[config.mk]
export PLATFORM = sky130hd
export DESIGN_NAME = relative_heading_angle
export DESIGN_NICKNAME = d
export VERILOG_FILES = /design/src/rtl/rha_pkg.sv /design/src/rtl/rha_prerot.sv /design/src/rtl/rha_cell.sv /design/src/rtl/rha_post.sv /design/src/rtl/relative_heading_angle.sv
export SDC_FILE = /design/constraint.sdc
export NUM_CORES = 2
export LEC_CHECK = 0
export BUFFER_PORTS_ARGS = -buffer_cell sky130_fd_sc_hd__buf_2
export CORE_MARGIN = 2
export CORE_UTILIZATION = 64
export DETAILED_ROUTE_END_ITERATION = 8
export HOLD_SLACK_MARGIN = 0.02
export PLACE_DENSITY = 0.8
export SYNTH_ARGS = -nofsm -noshare
export SYNTH_HDL_FRONTEND = slang
export SYNTH_HIERARCHICAL = 1
export SYNTH_SLANG_ARGS = --single-unit
[constraint.sdc]
create_clock -name clk -period 8.6 [get_ports clk]
set_clock_uncertainty 0.2 [all_clocks]
set_input_delay 0.43 -clock clk [delete_from_list [all_inputs] [get_ports clk]]
set_output_delay 0.43 -clock clk [all_outputs]
set_load 0.005 [all_outputs]
[src/rtl/rha_pkg.sv]
package rha_pkg;

  localparam int ITERATIONS_DEF = 16;
  localparam int ANGLE_BITS_DEF = 16;

  // Working width of the x and y datapath. After the half-plane fold the
  // magnitude grows by at most the CORDIC gain times root two, so nineteen
  // signed bits never overflow.
  localparam int XY_W = 19;

  localparam int TAB_LEN = 24;

  // round(atan(2^-i) * 2^31 / pi)
  localparam logic [31:0] ATAN_Q31 [TAB_LEN] = '{
    32'h20000000, 32'h12E4051E, 32'h09FB385B, 32'h051111D4,
    32'h028B0D43, 32'h0145D7E1, 32'h00A2F61E, 32'h00517C55,
    32'h0028BE53, 32'h00145F2F, 32'h000A2F98, 32'h000517CC,
    32'h00028BE6, 32'h000145F3, 32'h0000A2FA, 32'h0000517D,
    32'h000028BE, 32'h0000145F, 32'h00000A30, 32'h00000518,
    32'h0000028C, 32'h00000146, 32'h000000A3, 32'h00000051
  };

  // Side information that travels alongside each beat down the chain.
  typedef struct packed {
    logic        valid;
    logic        zero;
    logic [15:0] heading;
  } side_t;

  // Arctangent of 2^-step rounded to a binary angle of abits bits.
  function automatic logic [31:0] atan_entry(input int step, input int abits);
    logic [32:0] sum;
    sum = '0;
    if (step >= TAB_LEN) begin
      return 32'd0;
    end
    sum = {1'b0, ATAN_Q31[5'(step)]} + (33'd1 << (31 - abits));
    return 32'(sum >> (32 - abits));
  endfunction

endpackage

[src/rtl/rha_prerot.sv]
module rha_prerot import rha_pkg::*; #(
  parameter int ANGLE_BITS = ANGLE_BITS_DEF
) (
  input  logic                         clk,
  input  logic                         rst_n,
  input  logic                         load,
  input  logic signed [15:0]           vec_x,
  input  logic signed [15:0]           vec_y,
  input  logic        [15:0]           heading,
  output logic signed [XY_W-1:0]       x_o,
  output logic signed [XY_W-1:0]       y_o,
  output logic        [ANGLE_BITS-1:0] z_o,
  output side_t                        side_o
);

  logic signed [XY_W-1:0] x_ext;
  logic signed [XY_W-1:0] y_ext;
  logic                   neg;
  logic signed [XY_W-1:0] x_r, x_nxt;
  logic signed [XY_W-1:0] y_r, y_nxt;
  logic [ANGLE_BITS-1:0]  z_r, z_nxt;
  side_t                  side_r, side_nxt;

  assign x_ext = XY_W'(vec_x);
  assign y_ext = XY_W'(vec_y);
  assign neg   = vec_x[15];

  // A vector in the left half-plane is turned through half a circle so that
  // the micro-rotations only ever have to cover a quarter turn either way.
  always_comb begin
    x_nxt            = neg ? -x_ext : x_ext;
    y_nxt            = neg ? -y_ext : y_ext;
    z_nxt            = neg ? {1'b1, {(ANGLE_BITS-1){1'b0}}} : '0;
    side_nxt.valid   = load;
    side_nxt.zero    = (vec_x == 16'sd0) && (vec_y == 16'sd0);
    side_nxt.heading = heading;
  end

  always_ff @(posedge clk) begin
    x_r            <= x_nxt;
    y_r            <= y_nxt;
    z_r            <= z_nxt;
    side_r.zero    <= side_nxt.zero;
    side_r.heading <= side_nxt.heading;
    if (!rst_n) begin
      side_r.valid <= 1'b0;
    end else begin
      side_r.valid <= side_nxt.valid;
    end
  end

  assign x_o    = x_r;
  assign y_o    = y_r;
  assign z_o    = z_r;
  assign side_o = side_r;

endmodule

[src/rtl/rha_cell.sv]
module rha_cell import rha_pkg::*; #(
  parameter int STEP       = 0,
  parameter int ANGLE_BITS = ANGLE_BITS_DEF
) (
  input  logic                         clk,
  input  logic                         rst_n,
  input  logic signed [XY_W-1:0]       x_i,
  input  logic signed [XY_W-1:0]       y_i,
  input  logic        [ANGLE_BITS-1:0] z_i,
  input  side_t                        side_i,
  output logic signed [XY_W-1:0]       x_o,
  output logic signed [XY_W-1:0]       y_o,
  output logic        [ANGLE_BITS-1:0] z_o,
  output side_t                        side_o
);

  localparam logic [ANGLE_BITS-1:0] ENTRY = ANGLE_BITS'(atan_entry(STEP, ANGLE_BITS));

  logic signed [XY_W-1:0] xs;
  logic signed [XY_W-1:0] ys;
  logic signed [XY_W-1:0] x_r, x_nxt;
  logic signed [XY_W-1:0] y_r, y_nxt;
  logic [ANGLE_BITS-1:0]  z_r, z_nxt;
  side_t                  side_r;

  assign xs = x_i >>> STEP;
  assign ys = y_i >>> STEP;

  // Rotate towards the x axis: the sign of y picks the direction.
  always_comb begin
    if (!y_i[XY_W-1]) begin
      x_nxt = x_i + ys;
      y_nxt = y_i - xs;
      z_nxt = z_i + ENTRY;
    end else begin
      x_nxt = x_i - ys;
      y_nxt = y_i + xs;
      z_nxt = z_i - ENTRY;
    end
  end

  always_ff @(posedge clk) begin
    x_r            <= x_nxt;
    y_r            <= y_nxt;
    z_r            <= z_nxt;
    side_r.zero    <= side_i.zero;
    side_r.heading <= side_i.heading;
    if (!rst_n) begin
      side_r.valid <= 1'b0;
    end else begin
      side_r.valid <= side_i.valid;
    end
  end

  assign x_o    = x_r;
  assign y_o    = y_r;
  assign z_o    = z_r;
  assign side_o = side_r;

endmodule

[src/rtl/rha_post.sv]
module rha_post import rha_pkg::*; #(
  parameter int ANGLE_BITS = ANGLE_BITS_DEF
) (
  input  logic                         clk,
  input  logic                         rst_n,
  input  logic        [ANGLE_BITS-1:0] z_i,
  input  side_t                        side_i,
  output logic                         valid_o,
  output logic signed [15:0]           rel_angle_o,
  output logic                         zero_o
);

  logic [15:0] a16;
  logic [15:0] rel_r, rel_nxt;
  logic        zero_r;
  logic        valid_r;

  generate
    if (ANGLE_BITS >= 16) begin : g_trunc
      assign a16 = z_i[ANGLE_BITS-1 -: 16];
    end else begin : g_widen
      assign a16 = {z_i, {(16-ANGLE_BITS){1'b0}}};
    end
  endgenerate

  assign rel_nxt = side_i.zero ? 16'd0 : (a16 - side_i.heading);

  always_ff @(posedge clk) begin
    rel_r  <= rel_nxt;
    zero_r <= side_i.zero;
    if (!rst_n) begin
      valid_r <= 1'b0;
    end else begin
      valid_r <= side_i.valid;
    end
  end

  assign valid_o     = valid_r;
  assign rel_angle_o = $signed(rel_r);
  assign zero_o      = zero_r;

endmodule

[src/rtl/relative_heading_angle.sv]
// An accepted start passes each stage named below before the out_valid strobe.
// Throughput: one beat every cycle; busy is never raised, as the fold stage,
// one cell per CORDIC micro-rotation and the output stage are all registered.
// Reset: synchronous, active low; it clears the valid bits down the chain only,
// so no result is strobed for beats that were in flight. The receiver cannot stall.
module relative_heading_angle import rha_pkg::*; #(
  parameter int ITERATIONS = ITERATIONS_DEF,
  parameter int ANGLE_BITS = ANGLE_BITS_DEF
) (
  input  logic               clk,
  input  logic               rst_n,
  input  logic               start,
  output logic               busy,
  input  logic signed [15:0] in_vec_x,
  input  logic signed [15:0] in_vec_y,
  input  logic signed [15:0] in_heading,
  output logic               out_valid,
  output logic signed [15:0] out_rel_angle,
  output logic               out_zero_vector
);

  localparam int LATENCY = ITERATIONS + 2;

  logic signed [XY_W-1:0]       x_c [ITERATIONS+1];
  logic signed [XY_W-1:0]       y_c [ITERATIONS+1];
  logic        [ANGLE_BITS-1:0] z_c [ITERATIONS+1];
  side_t                        side_c [ITERATIONS+1];

  assign busy = 1'b0;

  rha_prerot #(
    .ANGLE_BITS(ANGLE_BITS)
  ) u_prerot (
    .clk    (clk),
    .rst_n  (rst_n),
    .load   (start && !busy),
    .vec_x  (in_vec_x),
    .vec_y  (in_vec_y),
    .heading(in_heading),
    .x_o    (x_c[0]),
    .y_o    (y_c[0]),
    .z_o    (z_c[0]),
    .side_o (side_c[0])
  );

  generate
    for (genvar i = 0; i < ITERATIONS; i++) begin : g_cell
      rha_cell #(
        .STEP      (i),
        .ANGLE_BITS(ANGLE_BITS)
      ) u_cell (
        .clk   (clk),
        .rst_n (rst_n),
        .x_i   (x_c[i]),
        .y_i   (y_c[i]),
        .z_i   (z_c[i]),
        .side_i(side_c[i]),
        .x_o   (x_c[i+1]),
        .y_o   (y_c[i+1]),
        .z_o   (z_c[i+1]),
        .side_o(side_c[i+1])
      );
    end
  endgenerate

  rha_post #(
    .ANGLE_BITS(ANGLE_BITS)
  ) u_post (
    .clk        (clk),
    .rst_n      (rst_n),
    .z_i        (z_c[ITERATIONS]),
    .side_i     (side_c[ITERATIONS]),
    .valid_o    (out_valid),
    .rel_angle_o(out_rel_angle),
    .zero_o     (out_zero_vector)
  );

`ifndef NO_ASSERTIONS
  a_beat_emerges: assert property (@(posedge clk) disable iff (!rst_n)
    (start && !busy) |-> ##LATENCY out_valid)
    else $error("accepted beat did not produce a result");

  a_no_phantom: assert property (@(posedge clk) disable iff (!rst_n)
    !(start && !busy) |-> ##LATENCY !out_valid)
    else $error("result strobed without an accepted beat");

  a_zero_flag: assert property (@(posedge clk) disable iff (!rst_n)
    (start && !busy && in_vec_x == 16'sd0 && in_vec_y == 16'sd0)
      |-> ##LATENCY (out_zero_vector && out_rel_angle == 16'sd0))
    else $error("zero vector not flagged with a zero angle");
`endif

endmodule
==> summary.md <==
| Metric | Value |
|---|---|
| Average wire length per cell after detail routing | `between 15 and 20 um` |
| Length in cells of the worst reg-to-reg path | `13` |
| Hold-critical path depth | `0` |
| Final Slew Violations | `0` |
| Average size of a mapped cell | `between 9 and 10 um^2` |
| Mapped cell area | `around 66000 um^2` |
| Share of post-route cells with drive strength above 1 | `under 10%` |
| Routability cong. | `slightly below 1` |
| Area added between synthesis and finish | `9.55%` |
| Unrepaired setup endpoints after global routing | `false` |
| Critical-path cell with the highest stage delay | `sky130_fd_sc_hd__a2111oi_0` |
| Critical path start-end classification | `reg -> reg` |
| Global-route total usage across every layer | `around 29%` |
| Setup crit end kind | `register` |
| Worst Path Arrival | `~4.4 ns` |
| Share of the clock period used by the worst path | `between 40% and 50%` |
| Number of global-route vias before repair | `around 52000` |
| Max Freq | `about 250 MHz` |
| Worst Min Path Start | `g_cell[0].u_cell/side_o[9]` |
| Root buffer cell | `sky130_fd_sc_hd__clkbuf_16` |
| RR Startpoint | `g_cell[7].u_cell/y_o[11]` |
| Largest stage delay on the critical path | `~0.5 ns` |
| TritonCTS clock tree | `built` |
| Worst min-delay path class | `reg -> reg` |
| Hold violation total from the final report | `0` |
| Total negative slack for setup checks | `0 ns` |
| Number of buffers inserted during clock tree synthesis | `about 110` |
| Minimum clock period | `around 4.1 ns` |
| Maximum number of pins on one net before global-route repair | `45` |
| Final setup vio count | `0` |
| Slew of the pin with the lowest slew margin | `1.15 ns` |
| Run status | `complete, no violations` |
| Wire length of the first global-routing pass | `about 260000 um` |
| Buffering stage count on the worst path with inverters included | `0` |
| Core Region | `around 100000 um^2` |
| Post-layout nets | `8263` |
| I/O pin total | `70` |
| Initial Util | `between 60% and 70%` |
| Count of H-tree levels built during CTS | `3` |
| Slew HR | `~22%` |
| Die width | `approximately 320 um` |
| Via count of the routed design | `53500` |
| Die Ht | `around 320 um` |
| Number of post-CTS setup repair buffers | `0` |
| Detailed placement HPWL | `about 120000 um` |
| Clock transition at the registers of the reported paths | `roughly 0.07 ns` |
| Site Rows | `between 100 and 150` |
| Total of buffers placed on input and output ports | `68` |
| Cell count after synthesis | `7290` |
| Remaining design rule violation count | `0` |
| Worst path cell trace | `or3_1 > nor3_1 > nand2_1 > nor2_1 > nor2_1 > xnor2_1 > ha_1 > a2111oi_0 > o21ai_1 > a21oi_2 > o221ai_2 > a2111oi_0 > nor3_1` |
| Maxcap violations | `0` |
| Largest delay contributor family on the critical path | `compound AO/OA/AOI/OAI gates` |
| Placement-stage cell area | `between 60000 and 70000 um^2` |
| Worst Path Max Fanout | `6` |
| Total die area | `105000 um^2` |
| Total grt overflow | `0` |
| Critical Path Source Type | `register` |
| Vias/cell | `around 6` |
| Number of nets still failing antenna checks after routing | `0` |
| Worst Hold End | `g_cell[1].u_cell/side_o[9]` |
| DR iter-0 viols | `4243` |
| Detailed-routing iteration count for the pre-antenna-repair pass | `6` |
| Antenna violations before repair | `8` |
| Number of buffers on the longest clock path | `3` |
| Fillcell total | `around 7600` |
| Finished Cell Area | `between 70000 and 80000 um^2` |
| Clock latency of the later-clocked register in the worst-skew pair | `a little over 0.7 ns` |
| Crit path required time | `between 8 and 9 ns` |
| Yosys warning total | `6` |
| DRT Wirelength | `roughly 160000 um` |
| Origin of the worst setup path | `g_cell[7].u_cell/y_o[11]` |
| Clk sinks | `1100` |
| Critical register-to-register path endpoint | `g_cell[8].u_cell/x_o[18]` |
| Reg2reg setup slack | `~4.5 ns` |
state kept, by name, indices dropped and copies added (netlist names):
register	cells
g_cell.u_cell/side_o	288
g_cell.u_cell/x_o	233
g_cell.u_cell/y_o	248
g_cell.u_cell/z_o	256
u_post/rel_angle_o	16
u_post/valid_o	1
u_post/zero_o	1
u_prerot/side_o	18
u_prerot/x_o	19
u_prerot/y_o	19
u_prerot/z_o	1
per-stage QoR:
stage	setup WS (ns)	utilization, %	cells	hold slack (ns)
2_1_floorplan	5.16	-	7307	0.110
3_3_place_gp	4.75	65.9	8597	0.109
3_5_place_dp	4.79	65.9	8597	0.112
4_1_cts	4.64	70.7	8876	0.105
5_1_grt	4.16	70.7	8876	0.120
6_report	4.54	70.7	8878	0.114
placed cells by master, fill, tap and decap left out, types with 111 or more instances in the layout:
master and count:
sky130_fd_sc_hd__nand3_1 141, sky130_fd_sc_hd__xor2_1 303, sky130_fd_sc_hd__a21o_1 215, sky130_fd_sc_hd__inv_1 361, sky130_fd_sc_hd__dfxtp_1 1100, sky130_fd_sc_hd__xnor2_1 527
sky130_fd_sc_hd__clkbuf_16 111, sky130_fd_sc_hd__nand2_1 427, sky130_fd_sc_hd__a21oi_1 615, sky130_fd_sc_hd__nor2_1 608, sky130_fd_sc_hd__ha_1 757, sky130_fd_sc_hd__nor3_1 154
sky130_fd_sc_hd__o21ai_0 327
worst max path at each step:
stage | end | cells after the start | slack [ns]
5_1_grt | g_cell[8].u_cell/x_o[18] | 13 | 4.16
3_5_place_dp | g_cell[8].u_cell/x_o[18] | 13 | 4.79
4_1_cts | g_cell[8].u_cell/x_o[18] | 13 | 4.64
3_3_place_gp | g_cell[4].u_cell/x_o[17] | 15 | 4.75
6_report | g_cell[8].u_cell/x_o[18] | 13 | 4.54
2_1_floorplan | g_cell[4].u_cell/x_o[17] | 15 | 5.16
per-layer routing:
metal	vias up	part of all wire [%]	GRT usage, %
met5	-	0.034	0
met1	25100	44	37.7
met4	8	2.9	9.04
li1	26400	-	-
met3	348	5.7	4.02
met2	1657	47	49.5
cell type report:
class                      count  area, um^2  share of cell area, %
clock buffer                 136        3030                   4.21
multi-input combinational   5682       41500                   57.8
tap                         1368        1710                   2.38
timing repair buffer         151        1140                   1.58
sequential                  1100       22000                   30.6
clock inverter                74        1110                   1.55
inverter                     365        1370                   1.90
antenna                        2        5.00                0.00696
repair_timing:
action                                 in CTS  in global routing
resized for setup                           0                  0
hold buffers                               69                  0
endpoints found under the hold margin      71                  0
Power is not shown: default switching activity piles up to over one toggle a cycle in this logic, so the estimate is an artifact.
